`config.mk`:
```
export PLATFORM = sky130hd
export DESIGN_NAME = integer_to_roman_encoder_top_flat
export DESIGN_NICKNAME = d
export VERILOG_FILES = /design/src/rtl/i2r_pkg.sv /design/src/rtl/i2r_if.sv /design/src/rtl/i2r_front.sv /design/src/rtl/i2r_queue.sv /design/src/rtl/i2r_back.sv /design/src/rtl/integer_to_roman_encoder_top.sv /design/src/flat_wrapper.sv
export SDC_FILE = /design/constraint.sdc
export NUM_CORES = 1
export LEC_CHECK = 0
export BUFFER_PORTS_ARGS = -buffer_cell sky130_fd_sc_hd__buf_2
export CORE_MARGIN = 2
export CORE_UTILIZATION = 50
export DETAILED_ROUTE_END_ITERATION = 16
export PLACE_DENSITY = 0.75
export SLEW_MARGIN = 30
export SYNTH_ARGS = -nofsm -noshare
export SYNTH_HDL_FRONTEND = slang
export SYNTH_SLANG_ARGS = --single-unit
```
`constraint.sdc`:
```
create_clock -name clk_i -period 6.6 [get_ports clk_i]
set_input_delay 0.99 -clock clk_i [delete_from_list [all_inputs] [get_ports clk_i]]
set_output_delay 0.99 -clock clk_i [all_outputs]
set_load 0.02 [all_outputs]
```
`src/rtl/i2r_pkg.sv`:
```
// Shared types, constants and letter tables for the integer to Roman encoder.
// Depends on nothing; every other file but i2r_if imports it.
`default_nettype none

package i2r_pkg;

  localparam int unsigned ValueW    = 12;
  localparam int unsigned LetterW   = 7;
  localparam int unsigned DigitW    = 4;
  localparam int unsigned NumDigits = 4;

  localparam logic [ValueW-1:0] MaxValue = 12'd3999;

  typedef logic [DigitW-1:0]  digit_t;
  typedef logic [1:0]         pos_t;
  typedef logic [1:0]         step_t;
  typedef logic [2:0]         len_t;
  typedef logic [LetterW-1:0] letter_t;
  typedef logic [ValueW-1:0]  value_t;

  // Positions of the decimal digits
  localparam pos_t PosUnits     = 2'd0;
  localparam pos_t PosTens      = 2'd1;
  localparam pos_t PosHundreds  = 2'd2;
  localparam pos_t PosThousands = 2'd3;

  // ASCII codes
  localparam letter_t ChNone = 7'h00;
  localparam letter_t ChI    = 7'h49;
  localparam letter_t ChV    = 7'h56;
  localparam letter_t ChX    = 7'h58;
  localparam letter_t ChL    = 7'h4C;
  localparam letter_t ChC    = 7'h43;
  localparam letter_t ChD    = 7'h44;
  localparam letter_t ChM    = 7'h4D;

  // One queued item: flags plus the four decimal digits
  typedef struct packed {
    logic                        empty_res;
    logic                        out_of_range;
    logic [NumDigits-1:0][DigitW-1:0] digits;
  } entry_t;

  function automatic letter_t unit_sym(pos_t p);
    letter_t r;
    case (p)
      PosUnits:    r = ChI;
      PosTens:     r = ChX;
      PosHundreds: r = ChC;
      default:     r = ChM;
    endcase
    return r;
  endfunction

  function automatic letter_t five_sym(pos_t p);
    letter_t r;
    case (p)
      PosUnits:    r = ChV;
      PosTens:     r = ChL;
      PosHundreds: r = ChD;
      default:     r = ChNone;
    endcase
    return r;
  endfunction

  function automatic letter_t ten_sym(pos_t p);
    letter_t r;
    case (p)
      PosUnits:    r = ChX;
      PosTens:     r = ChC;
      PosHundreds: r = ChM;
      default:     r = ChNone;
    endcase
    return r;
  endfunction

  // Place value of a digit position
  function automatic value_t pow_of(pos_t p);
    value_t r;
    case (p)
      PosThousands: r = 12'd1000;
      PosHundreds:  r = 12'd100;
      PosTens:      r = 12'd10;
      default:      r = 12'd1;
    endcase
    return r;
  endfunction

  // Number of letters a decimal digit expands to
  function automatic len_t digit_len(digit_t d);
    len_t r;
    case (d)
      4'd1:    r = 3'd1;
      4'd2:    r = 3'd2;
      4'd3:    r = 3'd3;
      4'd4:    r = 3'd2;
      4'd5:    r = 3'd1;
      4'd6:    r = 3'd2;
      4'd7:    r = 3'd3;
      4'd8:    r = 3'd4;
      4'd9:    r = 3'd2;
      default: r = 3'd0;
    endcase
    return r;
  endfunction

  // Letter number j of digit d at position p
  function automatic letter_t digit_letter(digit_t d, step_t j, pos_t p);
    letter_t r;
    if (d == 4'd4) begin
      r = (j == 2'd0) ? unit_sym(p) : five_sym(p);
    end else if (d == 4'd9) begin
      r = (j == 2'd0) ? unit_sym(p) : ten_sym(p);
    end else if (d >= 4'd5) begin
      r = (j == 2'd0) ? five_sym(p) : unit_sym(p);
    end else begin
      r = unit_sym(p);
    end
    return r;
  endfunction

endpackage

`default_nettype wire

```
`src/rtl/i2r_if.sv`:
```
// Valid/ready channel interfaces for the encoder's input and result streams.
// Depends on nothing; the field widths are literals that match i2r_pkg.
`default_nettype none

interface i2r_in_if;
  logic                 valid;
  logic                 ready;
  logic [11:0]          value;

  modport source (output valid, output value, input ready);
  modport sink   (input valid, input value, output ready);
endinterface

interface i2r_out_if;
  logic                 valid;
  logic                 ready;
  logic [6:0]           letter;
  logic                 last;
  logic                 empty_res;
  logic                 out_of_range;

  modport source (output valid, output letter, output last, output empty_res,
                  output out_of_range, input ready);
  modport sink   (input valid, input letter, input last, input empty_res,
                  input out_of_range, output ready);
endinterface

`default_nettype wire

```
`src/rtl/i2r_front.sv`:
```
// Front end: accepts a value when idle, classifies it, splits it into decimal
// digits (tens and units in one step). Depends on i2r_pkg and i2r_in_if.
`default_nettype none

module i2r_front (
  input  wire logic          clk_i,
  input  wire logic          rst_ni,
  i2r_in_if.sink             in_i,
  output logic               push_o,
  output i2r_pkg::entry_t    entry_o,
  input  wire logic          full_i
);
  import i2r_pkg::*;

  // Multiples of the place value reach 9000, wider than a value
  localparam int unsigned KpW = ValueW + 2;

  typedef enum logic [2:0] {
    FsIdle = 3'b001,
    FsDiv  = 3'b010,
    FsPush = 3'b100
  } front_state_e;

  front_state_e state_q, state_d;
  value_t       rem_q, rem_d;
  pos_t         pos_q, pos_d;
  entry_t       entry_q, entry_d;

  value_t       pw;
  logic [KpW-1:0] kp;
  value_t       sub;
  digit_t       dig;
  value_t       rem_nxt;

  assign in_i.ready = (state_q == FsIdle);
  assign push_o     = (state_q == FsPush) && !full_i;
  assign entry_o    = entry_q;

  // One digit step: largest multiple of the place value not above the remainder
  always_comb begin
    pw  = pow_of(pos_q);
    dig = '0;
    sub = '0;
    kp  = '0;
    for (int k = 1; k <= 9; k++) begin
      kp = KpW'(int'(pw) * k);
      if ({2'b00, rem_q} >= kp) begin
        dig = DigitW'(k);
        sub = kp[ValueW-1:0];
      end
    end
    rem_nxt = rem_q - sub;
  end

  // Sequencer
  always_comb begin
    state_d = state_q;
    rem_d   = rem_q;
    pos_d   = pos_q;
    entry_d = entry_q;
    case (state_q)
      FsIdle: begin
        if (in_i.valid) begin
          entry_d = '0;
          if (in_i.value == '0) begin
            entry_d.empty_res = 1'b1;
            state_d           = FsPush;
          end else if (in_i.value > MaxValue) begin
            entry_d.out_of_range = 1'b1;
            state_d              = FsPush;
          end else begin
            rem_d   = in_i.value;
            pos_d   = PosThousands;
            state_d = FsDiv;
          end
        end
      end
      FsDiv: begin
        entry_d.digits[pos_q] = dig;
        rem_d                 = rem_nxt;
        if (pos_q == PosTens) begin
          entry_d.digits[PosUnits] = rem_nxt[DigitW-1:0];
          state_d                  = FsPush;
        end else begin
          pos_d = pos_q - 2'd1;
        end
      end
      FsPush: begin
        if (!full_i) begin
          state_d = FsIdle;
        end
      end
      default: begin
        state_d = FsIdle;
      end
    endcase
  end

  always_ff @(posedge clk_i or negedge rst_ni) begin
    if (!rst_ni) begin
      state_q <= FsIdle;
    end else begin
      state_q <= state_d;
    end
  end

  // Payload, no reset needed
  always_ff @(posedge clk_i) begin
    rem_q   <= rem_d;
    pos_q   <= pos_d;
    entry_q <= entry_d;
  end

endmodule

`default_nettype wire

```
`src/rtl/i2r_queue.sv`:
```
// Short FIFO of digit entries between front and back end.
// Depends on i2r_pkg.
`default_nettype none

module i2r_queue #(
  parameter int unsigned Depth = 2
) (
  input  wire logic          clk_i,
  input  wire logic          rst_ni,
  input  wire logic          push_i,
  input  wire i2r_pkg::entry_t entry_i,
  output logic               full_o,
  input  wire logic          pop_i,
  output logic               valid_o,
  output i2r_pkg::entry_t    entry_o
);
  import i2r_pkg::*;

  localparam int unsigned PtrW = (Depth > 1) ? $clog2(Depth) : 1;
  localparam int unsigned CntW = $clog2(Depth + 1);
  localparam logic [PtrW-1:0] LastPtr = PtrW'(Depth - 1);
  localparam logic [CntW-1:0] FullCnt = CntW'(Depth);

  entry_t          mem_q [Depth];
  logic [PtrW-1:0] wr_ptr_q, rd_ptr_q;
  logic [CntW-1:0] cnt_q;
  logic            do_push, do_pop;

  assign full_o  = (cnt_q == FullCnt);
  assign valid_o = (cnt_q != '0);
  assign entry_o = mem_q[rd_ptr_q];
  assign do_push = push_i && !full_o;
  assign do_pop  = pop_i && valid_o;

  // Pointers and fill count
  always_ff @(posedge clk_i or negedge rst_ni) begin
    if (!rst_ni) begin
      wr_ptr_q <= '0;
      rd_ptr_q <= '0;
      cnt_q    <= '0;
    end else begin
      if (do_push) begin
        wr_ptr_q <= (wr_ptr_q == LastPtr) ? '0 : wr_ptr_q + 1'b1;
      end
      if (do_pop) begin
        rd_ptr_q <= (rd_ptr_q == LastPtr) ? '0 : rd_ptr_q + 1'b1;
      end
      if (do_push && !do_pop) begin
        cnt_q <= cnt_q + 1'b1;
      end else if (do_pop && !do_push) begin
        cnt_q <= cnt_q - 1'b1;
      end
    end
  end

  // Storage
  always_ff @(posedge clk_i) begin
    if (do_push) begin
      mem_q[wr_ptr_q] <= entry_i;
    end
  end

endmodule

`default_nettype wire

```
`src/rtl/i2r_back.sv`:
```
// Back end: walks one entry's digits and, unless out_o stalls, puts one
// letter per cycle in an output register. Needs i2r_pkg and i2r_out_if.
`default_nettype none

module i2r_back (
  input  wire logic            clk_i,
  input  wire logic            rst_ni,
  input  wire logic            valid_i,
  input  wire i2r_pkg::entry_t entry_i,
  output logic                 pop_o,
  i2r_out_if.source            out_o
);
  import i2r_pkg::*;

  logic    busy_q;
  entry_t  cur_q;
  pos_t    pos_q;
  step_t   step_q;

  logic    out_valid_q;
  letter_t letter_q;
  logic    last_q;
  logic    empty_q;
  logic    oor_q;

  digit_t  cur_dig;
  len_t    cur_len;
  logic    special;
  logic    has_lower;
  pos_t    nxt_pos;
  pos_t    start_pos;
  logic    step_last;
  logic    last_letter;
  logic    emit;
  logic    load;

  // Current digit and where to go next
  always_comb begin
    cur_dig   = cur_q.digits[pos_q];
    cur_len   = digit_len(cur_dig);
    special   = cur_q.empty_res || cur_q.out_of_range;
    has_lower = 1'b0;
    nxt_pos   = PosUnits;
    for (int p = 0; p < NumDigits; p++) begin
      if ((pos_t'(p) < pos_q) && (cur_q.digits[p] != '0)) begin
        has_lower = 1'b1;
        nxt_pos   = pos_t'(p);
      end
    end
    start_pos = PosUnits;
    for (int p = 0; p < NumDigits; p++) begin
      if (entry_i.digits[p] != '0) begin
        start_pos = pos_t'(p);
      end
    end
    step_last   = (({1'b0, step_q} + 3'd1) == cur_len);
    last_letter = special || (step_last && !has_lower);
    emit        = busy_q && (!out_valid_q || out_o.ready);
    load        = valid_i && (!busy_q || (emit && last_letter));
  end

  assign pop_o = load;

  // Control
  always_ff @(posedge clk_i or negedge rst_ni) begin
    if (!rst_ni) begin
      busy_q      <= 1'b0;
      out_valid_q <= 1'b0;
    end else begin
      if (load) begin
        busy_q <= 1'b1;
      end else if (emit && last_letter) begin
        busy_q <= 1'b0;
      end
      if (emit) begin
        out_valid_q <= 1'b1;
      end else if (out_o.ready) begin
        out_valid_q <= 1'b0;
      end
    end
  end

  // Walk state and output payload
  always_ff @(posedge clk_i) begin
    if (load) begin
      cur_q  <= entry_i;
      pos_q  <= start_pos;
      step_q <= '0;
    end else if (emit && !last_letter) begin
      if (step_last) begin
        pos_q  <= nxt_pos;
        step_q <= '0;
      end else begin
        step_q <= step_q + 2'd1;
      end
    end
    if (emit) begin
      letter_q <= special ? ChNone : digit_letter(cur_dig, step_q, pos_q);
      last_q   <= last_letter;
      empty_q  <= cur_q.empty_res;
      oor_q    <= cur_q.out_of_range;
    end
  end

  assign out_o.valid        = out_valid_q;
  assign out_o.letter       = letter_q;
  assign out_o.last         = last_q;
  assign out_o.empty_res    = empty_q;
  assign out_o.out_of_range = oor_q;

endmodule

`default_nettype wire

```
`src/rtl/integer_to_roman_encoder_top.sv`:
```
// Integer to Roman numeral encoder, top level.
// Input channel in_i carries a 12-bit value; output channel out_o carries one
// ASCII letter per item with last, empty_res and out_of_range marks. Both are
// valid/ready; an item moves when valid and ready are high at a clock edge.
// A value of 1..3999 yields its numeral, most significant letter first, last
// set on the final letter. Zero yields one item with empty_res set and letter
// 0; a value above 3999 yields one item with out_of_range set and letter 0.
// The front end handles a value in steps (accept, three digit-split steps, queue
// write; zero and out-of-range values go straight from accept to the queue
// write) and then waits for the next value; the back end issues one letter per
// cycle while out_o is not stalled. The longest numeral has 15 letters. The
// entry queue (QueueDepth entries; the user must keep this at least 2, the
// block does not check it) lets the front end run ahead of the back end.
// A stall on out_o holds the output register; the back end stops, the queue
// fills, and then in_i.ready drops. Reset empties the queue and the output.
// Depends on i2r_pkg, i2r_if, i2r_front, i2r_queue and i2r_back.
`default_nettype none

module integer_to_roman_encoder_top #(
  parameter int unsigned QueueDepth = 2
) (
  input  wire logic clk_i,
  input  wire logic rst_ni,
  i2r_in_if.sink    in_i,
  i2r_out_if.source out_o
);
  import i2r_pkg::*;

  logic   push;
  logic   full;
  logic   pop;
  logic   q_valid;
  entry_t push_entry;
  entry_t head_entry;

  i2r_front u_front (
    .clk_i   (clk_i),
    .rst_ni  (rst_ni),
    .in_i    (in_i),
    .push_o  (push),
    .entry_o (push_entry),
    .full_i  (full)
  );

  i2r_queue #(
    .Depth (QueueDepth)
  ) u_queue (
    .clk_i   (clk_i),
    .rst_ni  (rst_ni),
    .push_i  (push),
    .entry_i (push_entry),
    .full_o  (full),
    .pop_i   (pop),
    .valid_o (q_valid),
    .entry_o (head_entry)
  );

  i2r_back u_back (
    .clk_i   (clk_i),
    .rst_ni  (rst_ni),
    .valid_i (q_valid),
    .entry_i (head_entry),
    .pop_o   (pop),
    .out_o   (out_o)
  );

endmodule

`default_nettype wire

```
`src/flat_wrapper.sv`:
```
// flat-port wrapper written by rule: the top's interface ports become plain ports
module integer_to_roman_encoder_top_flat import i2r_pkg::*;
#(
  parameter int unsigned QueueDepth = 2
)
  (clk_i, rst_ni, in_i_valid, in_i_value, in_i_ready, out_o_valid, out_o_letter, out_o_last, out_o_empty_res, out_o_out_of_range, out_o_ready);
  i2r_in_if in_i_i ();
  i2r_out_if out_o_i ();
  input  wire logic clk_i;
  input  wire logic rst_ni;
  input wire logic [$bits(in_i_i.valid)-1:0] in_i_valid;
  input wire logic [$bits(in_i_i.value)-1:0] in_i_value;
  output wire logic [$bits(in_i_i.ready)-1:0] in_i_ready;
  output wire logic [$bits(out_o_i.valid)-1:0] out_o_valid;
  output wire logic [$bits(out_o_i.letter)-1:0] out_o_letter;
  output wire logic [$bits(out_o_i.last)-1:0] out_o_last;
  output wire logic [$bits(out_o_i.empty_res)-1:0] out_o_empty_res;
  output wire logic [$bits(out_o_i.out_of_range)-1:0] out_o_out_of_range;
  input wire logic [$bits(out_o_i.ready)-1:0] out_o_ready;
  assign in_i_i.valid = in_i_valid;
  assign in_i_i.value = in_i_value;
  assign in_i_ready = in_i_i.ready;
  assign out_o_valid = out_o_i.valid;
  assign out_o_letter = out_o_i.letter;
  assign out_o_last = out_o_i.last;
  assign out_o_empty_res = out_o_i.empty_res;
  assign out_o_out_of_range = out_o_i.out_of_range;
  assign out_o_i.ready = out_o_ready;
  integer_to_roman_encoder_top #(.QueueDepth(QueueDepth)) u_core (.clk_i(clk_i), .rst_ni(rst_ni), .in_i(in_i_i), .out_o(out_o_i));
endmodule
```
---- Yosys cells after proc, flatten, opt, wreduce, memory -nomap -nowiden ----
Memory sizes are Yosys's and may differ from the RTL's.
Cells that the tools add are included.
storage, ports and cells
  bits in read-only memories .............. 48
  word-level logic and storage cells ...... 203
  memory bits (writable) .................. 36
  memories ................................ 2
  register bits ........................... 73
  bits of input ports ..................... 16
  latch bits .............................. 0
cells by class
  multipliers ............................. 5
  mux-type cells .......................... 77
  equality and inequality tests ........... 18
  bitwise gates (word level) .............. 0
  reductions and logical operators ........ 49
  shifts and indexed selects .............. 0
  $lt $le $gt $ge ......................... 18
  add/subtract/negate cells ............... 8
  divide/modulo/power cells ............... 0
memory list
  memory                words  width  read ports  clocked after memory_dff  write ports  RTL line         text
  (name not given)      16     3      1           0                         0            i2r_pkg.sv:92    case (d)
  u_core.u_queue.mem_q  2      18     1           0                         1            i2r_queue.sv:24  entry_t mem_q [Depth];
operator list
  kind                                                                  count
  12-bit two-way mux                                                    12
  12-bit by 14-bit >= comparator with 1-bit output                      7
  4-bit two-way mux                                                     11
  7-bit two-way mux                                                     6
  7-bit case mux with 3 select lines                                    2
  16-bit case mux with 2 select lines                                   1
  10-bit case mux with 3 select lines                                   1
  12-bit by 3-bit multiplier with 14-bit output, second input constant  2
  2-bit two-way mux                                                     14
  4-bit nonzero test                                                    7
  12-bit case mux with 2 select lines                                   1
  1-bit two-way mux                                                     17
  16-bit bitwise mux                                                    1
  16-bit two-way mux                                                    1
  1-bit logical AND                                                     15
  3-bit two-way mux                                                     5
  5-bit case mux with 3 select lines                                    1
  12-bit by 2-bit multiplier with 14-bit output, second input constant  1
  12-bit by 4-bit multiplier with 14-bit output, second input constant  1
  2-bit nonzero test                                                    7
  12-bit by 13-bit >= comparator with 1-bit output                      1
  12-bit by 2-bit multiplier with 13-bit output, second input constant  1
  12-bit >= comparator                                                  1
  12-bit > comparator, second input constant                            1
  31 further kinds                                                      58

---- Logic depth before layout (Yosys ltp) ----
Gate-level depths: netlist of run 1.
  word-level depth ........................ 16
  mapped depth ............................ 31

---- Hierarchy ----
From an unflattened synthesis of run 1, not the netlist that was laid out.
second synthesis, totals
  cell total of the unflattened synthesis .. 879
  area, all modules ....................... 8,594.5 um^2
by module, submodules not included
  module     cells an instance  times used  area each (um^2)  sequential area each (um^2)
  i2r_front  626                1           5,046.1           1,037.2
  i2r_back   178                1           1,999.4           960.9
  i2r_queue  75                 1           1,549.0           1,181.1

---- Worst setup path after synthesis of run 1 ----
OpenSTA, ideal clock, no wires.
  kind .................................... register to register
  start ................................... register u_core.u_front.pos_q[0]
  end ..................................... register u_core.u_front.rem_q[11] (data pin)
  stages on the path, launching flop included .. 30
  library setup time ...................... 0.152 ns
  clock period less this slack ............ 6.255 ns
  data required time ...................... 6.448 ns
  path slack .............................. 0.345 ns
  arrival time ............................ 6.103 ns
  path buffers ............................ 3
  path through ............................ edfxtp_1 -> inv_1 -> ha_1 -> clkbuf_1 -> buf_1 -> nor2_1 -> o21bai_1 -> fa_1 -> inv_1 -> ha_1 -> a211oi_1 -> o21ai_0 -> a31oi_1 -> o31ai_1 -> and2_1 -> clkbuf_1 -> nor3_2 -> o41ai_1 -> a21oi_1 -> o21a_1 -> ha_1 -> nor2b_1 -> o21a_1 -> o21ai_0 -> a211oi_1 -> a2111o_1 -> a21o_1 -> a21oi_1 -> xnor3_1 -> o21ai_0
on the way
  cells in the longest elaborated chain, start to end .. 14
RTL lines
  item                                                                                          RTL line          text
  start: declaration                                                                            i2r_front.sv:26   pos_t pos_q, pos_d;
  start signal: assignment                                                                      i2r_front.sv:110  pos_q <= pos_d;
  2-bit by 1-bit equality test with 1-bit output / 2-bit equality test (equally long branches)  i2r_pkg.sv:80     case (p)
  10-bit case mux with 3 select lines *                                                         i2r_pkg.sv:80
  branches (longest 9 deep; another with 12-bit by 2-bit multiplier with 14-bit output)         -
  12-bit two-way mux *                                                                          i2r_front.sv:47   if ({2'b00, rem_q} >= kp) begin
  12-bit subtractor *                                                                           i2r_front.sv:52   rem_nxt = rem_q - sub;
  12-bit case mux with 2 select lines *                                                         i2r_front.sv:61   case (state_q)
  net u_core.u_front.rem_d[11]                                                                  i2r_front.sv:25   value_t rem_q, rem_d;
  end signal: assignment                                                                        i2r_front.sv:109  rem_q <= rem_d;
  end: declaration                                                                              i2r_front.sv:25
Mark *: on every way through the listed nets, which the timed path passes.
A chain may end at the register's enable or synchronous reset.

---- Worst setup path in the final report of run 1 ----
Ends and elaborated chain as after synthesis.

==> results of run 1 <==
-- how the worst min path moves through the flow --
stage / from / endpoint / slack [ns] / cells after the start
3_5_place_dp: u_core.u_front.entry_o[17]$_DFFE_PP_ / u_core.u_queue.mem_q[0][17]$_DFFE_PP_ / 0.43 / 0
3_3_place_gp: u_core.u_front.entry_o[16]$_SDFFCE_PP0P_ / u_core.u_queue.mem_q[0][16]$_DFFE_PP_ / 0.42 / 0
6_report: u_core.u_front.entry_o[17]$_DFFE_PP_ / u_core.u_queue.mem_q[0][17]$_DFFE_PP_ / 0.45 / 0
5_1_grt: u_core.u_front.entry_o[17]$_DFFE_PP_ / u_core.u_queue.mem_q[0][17]$_DFFE_PP_ / 0.46 / 0
2_1_floorplan: u_core.u_front.entry_o[16]$_SDFFCE_PP0P_ / u_core.u_queue.mem_q[0][16]$_DFFE_PP_ / 0.42 / 0
4_1_cts: u_core.u_front.entry_o[17]$_DFFE_PP_ / u_core.u_queue.mem_q[0][17]$_DFFE_PP_ / 0.45 / 0
-- power by group --
group / internal (mW) / switching, mW
Clock: 0.269 / 0.239
Combinational: 1.22 / 1.72
Sequential: 1.05 / 0.252
Total: 2.54 / 2.21
-- sequential cells by signal (all words and copies together) (netlist names) --
name	cells
u_core.u_back.out_o.valid	1
u_core.u_back.pos_q	2
u_core.u_front.entry_o	18
u_core.u_front.state_q	3
u_core.u_queue.wr_ptr_q	1
u_core.u_back.step_q	2
u_core.u_front.pos_q	2
u_core.u_back.out_o.empty_res	1
u_core.u_back.cur_q	18
u_core.u_queue.mem_q	36
u_core.u_front.rem_q	12
u_core.u_back.out_o.last	1
u_core.u_back.out_o.letter	6
u_core.u_back.out_o.out_of_range	1
u_core.u_queue.cnt_q	2
u_core.u_back.busy_q	1
u_core.u_queue.rd_ptr_q	1
-- stage by stage --
stage | power, mW | util [%] | hold slack [ns] | setup TNS [ns] | instance area, um2
detailed placement | 4.166 | 53.94 | 0.4330 | 0 | 8568
finish | 4.747 | 55.96 | 0.4504 | 0 | 8890
floorplan | 3.418 | - | 0.4215 | 0 | 8115
CTS | 4.680 | 55.70 | 0.4502 | 0 | 8848
global placement | 4.140 | 53.94 | 0.4248 | 0 | 8568
global route | 5.132 | 55.96 | 0.4577 | -0.03172 | 8890
-- what timing repair did --
action                     4_1_cts  5_1_grt
setup buffers                    0        4
gates resized for setup          0        3
setup endpoints to repair        0        4
hold buffers                     0        0
-- layer usage --
metal	track usage (%)	part of all wire, %	vias up
met5	0	0	-
met4	10.99	4.5	0
met3	3.858	5.8	54
met2	38.48	47	231
met1	30.77	43	3048
li1	-	-	3112
-- kinds of logic after synthesis --
family                   count (synthesis)  share of synthesized area (%)
AO/OA/AOI/OAI                          230                          18.96
XOR/XNOR                                19                          2.405
adder cells (fa/ha/maj)                 95                          14.82
buffers and inverters                   73                          3.808
flip-flops                             108                          39.18
multiplexers                            38                          5.628
other                                    1                        0.04621
AND/OR/NAND/NOR                        235                          15.16
-- layout make-up --
type	count	area, um2
Tap cell	216	270.3
Inverter	43	166.4
Sequential cell	108	3179
Clock inverter	4	33.78
Timing Repair Buffer	56	355.3
Multi-Input combinational cell	618	4638
Fill cell	1384	6995
Clock buffer	12	246.5
-- worst max-delay path: cells and delay by family (launching register included) --
kind                       cells  cell delay, ns
xor gates and xnor gates       2            0.47
adders and majority gates      3            1.01
AOI/OAI and AO/OA             13            2.67
DFF                            1            0.34
buffers and inverters          4            0.62
and+or+nand+nor                3            0.84
-- Yosys cell counts (15+ instances only) --
cell      number
edfxtp_1      97
ha_1          92
nor2_1        57
nand2_1       56
a21oi_1       52
o21ai_0       48
inv_1         40
a211oi_1      26
mux2_2        21
clkbuf_1      20
a21o_1        18
nand3_1       15
nor3_1        15
==> results.md, run 1 <==
- Wirelength per Cell: 18.99 um
- Routed via count: 6445
- Setup ws final: 0.4843 ns
- Root buffer selected by CTS: clkbuf_16
- Layout Cells excl Fill: 1057
- HP Class: reg -> reg
- Net count after synthesis: 909
- Yosys top cell by area: edfxtp_1
- Main flop type after synthesis: edfxtp_1
- Crit. End Element: flop
- Min Tclk post-route: 6.116 ns
- Via-to-Cell Ratio: 6.097
- Placeable Area: 15890 um2
- Clock skew: 0.01519 ns
- Critical path type: reg -> reg
- Status: complete, no violations
- Synth cell types: 92
- Post-Route WL: 20.08 mm
- Pleak: 3.611 nW
- Placed cells: 1037
- Slew at the pin with the worst max-slew slack: 0.8415 ns
- Register-to-Register Path Depth: 25
- CP max stage delay: 0.48 ns
- Max_slew headroom: 43.69%
- Upper clock frequency limit: 163.5 MHz
- Dpl ws: 0.2326 ns
- Initial antenna violation count: 0
- Post-Syn Instances: 799
- CTS buffer count: 9
- DRC: 0
- Clk sinks: 108
- Final Hold Fails: 0
- CTS tree: built
- GPL Wtd Cong: 0.9981
- Critical Path RT: 6.79 ns
- Initial core utilization: 51.09%
- I/O pins: 28
- Post-DP HPWL: 15.32 mm
- RR Startpoint: u_core.u_front.pos_q[0]$_SDFFCE_PN1P_
- H-tree levels: 3
- Post-synthesis sequential area ratio: 39.18%
- NumNets Final: 946
- Async SR Flop Fraction: 8.333%
- FP Rows: 46
- GR Overflow Total: 0
- Yosys warning count: 0
- Capturing point of the worst reg2reg path: u_core.u_front.rem_q[11]$_DFFE_PP_
- Area fraction of the dominant cell type after synthesis: 35.89%
- Buffers on Ports: 26
- Type of element launching the critical path: flop
- First-pass GRT wire length: 32.46 mm
- Crit path capture: u_core.u_front.rem_q[11]$_DFFE_PP_
- Ant diodes: 0
- Fin. max-slew vios: 0
- Peak VDD IR: 578.9 uV
- Die width: 131.4 um
- Final period utilization: 92.66%
- Commonest cells after routing, fill and taps aside: 97 x edfxtp_1, 92 x ha_1, 56 x nand2_1
- Layout cell share with drive strength beyond 1: 15.22%
- R2R Setup Slk: 0.48 ns
- Final ANT Viol Nets: 0
- Max Fanout on Critical Path: 15
- Netlist Area Pre-Place: 8115 um2
- CTS Buffer Depth: 2
- Syn avg cell area: 10.16 um2
- Vias in the first global route: 6047
- DRT Pass-1 Iters: 5
- Largest net degree at the start of global routing: 36
- WP data arrival: 6.31 ns
- Clock slew seen by the registers of the worst setup and hold paths: 0.08 ns
- Initial DRC count: 558
- Max Cap Viol: 0
- Die area: 17270 um2
- PwrDens: 533.9 nW/um2
- Most common cell after layout, fill and taps aside: edfxtp_1
- DIE HEIGHT: 131.4 um
- FF+latch count, synth: 108
- Post-synth EDFFs: 97
- Final setup vio count: 0
- Worst setup path startpoint: u_core.u_front.pos_q[0]$_SDFFCE_PN1P_
- Area growth from synthesis to layout: 9.544%
- Worst-Skew Late Latency: 0.35 ns
- Synth top area cells: edfxtp_1 36%, ha_1 14%, a21oi_1 3.2%, o21ai_0 3.0%, mux2_2 2.9%
- Gr usage total: 23.58%
- Worst path slowest cell: a2111oi_0
(Power assumes the default switching activity.)
==> inputs of run 2 (changes only) <==
--- a/config.mk
+++ b/config.mk
@@ -6,10 +6,12 @@
 export NUM_CORES = 1
 export LEC_CHECK = 0
 export BUFFER_PORTS_ARGS = -buffer_cell sky130_fd_sc_hd__buf_2
+export CELL_PAD_IN_SITES_DETAIL_PLACEMENT = 1
+export CELL_PAD_IN_SITES_GLOBAL_PLACEMENT = 1
 export CORE_MARGIN = 2
-export CORE_UTILIZATION = 50
+export CORE_UTILIZATION = 46
 export DETAILED_ROUTE_END_ITERATION = 16
-export PLACE_DENSITY = 0.75
+export PLACE_DENSITY = 0.84
 export SLEW_MARGIN = 30
 export SYNTH_ARGS = -nofsm -noshare
 export SYNTH_HDL_FRONTEND = slang
==> results.md, run 2 (synthesis results as in run 1) <==
- Status: complete, no violations
- RR Startpoint: u_core.u_front.pos_q[0]$_SDFFCE_PN1P_
- Final Hold Fails: 0 (unchanged)
- Final setup vio count: 0 (unchanged)
- Final period utilization: 95.56% (+2.9 points)
- Die width: 136.8 um (+4.1%)
- CTS tree: built
- Initial DRC count: 621 (+11%)
- GR Overflow Total: 0 (unchanged)
- Wirelength per Cell: 23.93 um (+26%)
- Routed via count: 6912 (+7.2%)
- Pleak: 3.630 nW (+0.53%)
- DRC: 0 (unchanged)
- Type of element launching the critical path: flop
- First-pass GRT wire length: 39.82 mm (+23%)
- Largest Register: u_core.u_queue.mem_q
- Gr usage total: 28.01% (+4.4 points)
- H-tree levels: 3 (unchanged)
- NumNets Final: 947 (+0.11%)
- Max Fanout on Critical Path: 14 (-1)
- Clk sinks: 108 (unchanged)
- Clock skew: 0.01494 ns (-0.0002465 ns)
- Final ANT Viol Nets: 0 (unchanged)
- Post-DP HPWL: 18.77 mm (+23%)
- Worst-Skew Late Latency: 0.36 ns (about the same)
- CTS Hold Buffers Added: 0 (unchanged)
- FP Rows: 48 (+4.3%)
- Via-to-Cell Ratio: 6.472 (+6.1%)
- WP data arrival: 6.52 ns (+0.21 ns)
- CTS Buffer Depth: 2 (unchanged)
- Met3 Usage GRT: 5.148% (+1.3 points)
- Largest register FFs: 36 (unchanged)
- Peak VDD IR: 392.7 uV (-32%)
- Grt met1 use: 36.07% (+5.3 points)
- Register-to-Register Path Depth: 25 (unchanged)
- GPL Wtd Cong: 0.9720 (-2.6%)
- Slew at the pin with the worst max-slew slack: 0.9198 ns (+0.07833 ns)
- I/O pins: 28 (unchanged)
- Most common cell after layout, fill and taps aside: edfxtp_1
- Max_slew headroom: 38.68% (-5.0 points)
- Area growth from synthesis to layout: 10.31%
- Vias in the first global route: 7000 (+16%)
- Min Tclk post-route: 6.307 ns (+0.1913 ns)
- Max Cap Viol: 0 (unchanged)
- Layout cell share with drive strength beyond 1: 16.39% (+1.2 points)
- DIE HEIGHT: 136.8 um (+4.1%)
- Initial core utilization: 46.92% (-4.2 points)
- Die area: 18720 um2 (+8.4%)
- Total power: 5.009 mW (+5.5%)
- PwrDens: 559.5 nW/um2 (+4.8%)
- Buffers on Ports: 26 (unchanged)
- Commonest cells after routing, fill and taps aside: 97 x edfxtp_1, 91 x ha_1, 56 x nor2_1
- Final hold slack: 0.4889 ns (+0.03850 ns)
- Placeable Area: 17300 um2 (+8.9%)
- Capturing point of the worst reg2reg path: u_core.u_front.rem_q[11]$_DFFE_PP_
- HP Class: in -> async
- Fin. max-slew vios: 0 (unchanged)
- Root buffer selected by CTS: clkbuf_16
- CTS buffer count: 9 (unchanged)
- Crit. End Element: flop
- Upper clock frequency limit: 158.6 MHz (-3.0%)
- DRT Pass-1 Iters: 5 (unchanged)
- Post-Route WL: 25.55 mm (+27%)
- Largest net degree at the start of global routing: 36 (unchanged)
- Grt met2 use: 46.89% (+8.4 points)
- Critical Path RT: 6.81 ns (+0.02 ns)
- Critical path type: reg -> reg
- Top Usage Layer GRT: met2
- Initial antenna violation count: 1 (+1)
- Clock slew seen by the registers of the worst setup and hold paths: 0.09 ns (about the same)
- R2R Setup Slk: 0.29 ns (-0.19 ns)
[run 2: cell count changes in the layout (fill, tap and decap cells not counted), moves of 2 or more]
cell      delta
inv_4        +3
a211oi_1     -2
inv_8        +2
a211oi_2     +2
clkbuf_1     -2
[run 2: power breakdown]
| group | internal (mW) | switching, mW | total (mW) |
|---|---|---|---|
| combinational | 1.24 | 1.88 | 3.12 |
| sequential | 1.05 | 0.282 | 1.33 |
| clock | 0.271 | 0.283 | 0.555 |
| total | 2.56 | 2.45 | 5.01 |
[run 2: area by class of cell]
cell class | count | area [um2]
fillers | 1939 | 8344
clock buffers | 9 | 225.2
multi-input cells | 618 | 4656
flip-flops and latches | 108 | 3179
inverters | 43 | 168.9
repair buffers | 57 | 362.8
well taps | 225 | 281.5
diodes | 1 | 2.502
clock inverters | 7 | 76.32
[run 2: per-layer routing]
metal,part of all wire (%),vias to the layer above
met1,41,3422
li1,-,3115
met2,48,288
met4,4.1,0
met3,6.7,87
met5,0,-
[run 2: how the worst max path moves through the flow]
stage	startpoint	to	slack, ns	depth (start not counted)
after floorplan	u_core.u_front.pos_q[0]$_SDFFCE_PN1P_	u_core.u_front.rem_q[11]$_DFFE_PP_	0.34	29
after global placement	u_core.u_front.pos_q[0]$_SDFFCE_PN1P_	u_core.u_front.rem_q[11]$_DFFE_PP_	0.44	27
after detailed placement	u_core.u_front.pos_q[0]$_SDFFCE_PN1P_	u_core.u_front.rem_q[11]$_DFFE_PP_	0.04	27
after CTS	u_core.u_front.pos_q[0]$_SDFFCE_PN1P_	u_core.u_front.rem_q[11]$_DFFE_PP_	0.07	27
after global routing	u_core.u_front.pos_q[0]$_SDFFCE_PN1P_	u_core.u_front.rem_q[11]$_DFFE_PP_	-0.1	29
final	u_core.u_front.pos_q[0]$_SDFFCE_PN1P_	u_core.u_front.rem_q[11]$_DFFE_PP_	0.29	25
[run 2: worst max-delay path: stages, from the launching register on]
cell and delay (ns):
edfxtp_1 0.51, inv_4 0.11, ha_1 0.27, buf_4 0.21, ha_1 0.24, o21bai_1 0.20, fa_1 0.44, xor2_1 0.26
ha_1 0.30, o21ai_0 0.19, o21ai_0 0.14, a31oi_1 0.19, o31ai_2 0.15, nand2_2 0.22, nand3_1 0.27, a21oi_1 0.23
o22ai_1 0.16, ha_1 0.32, or2_2 0.28, a21oi_1 0.20, a211oi_1 0.09, a2111o_1 0.44, a21o_1 0.20, a21oi_1 0.17
xnor3_1 0.23, o21ai_0 0.14
[run 2: per-stage QoR]
stage | cells | setup TNS (ns) | utilization [%] | setup WS, ns | instance area (um2)
3_3_place_gp | 1046 | 0 | 49.60 | 0.4421 | 8579
4_1_cts | 1062 | 0 | 51.35 | 0.06753 | 8881
2_1_floorplan | 799 | 0 | - | 0.3449 | 8115
5_1_grt | 1067 | -0.1807 | 51.74 | -0.09839 | 8950
3_5_place_dp | 1046 | 0 | 49.60 | 0.03704 | 8579
6_report | 1068 | 0 | 51.76 | 0.2930 | 8952
[run 2: what timing repair did]
item | in CTS | in global routing
pin swaps | 0 | 3
buffers inserted | 0 | 5
endpoints found under the hold margin | 0 | 0
setup endpoints to repair | 1 | 4
gates resized for setup | 1 | 11
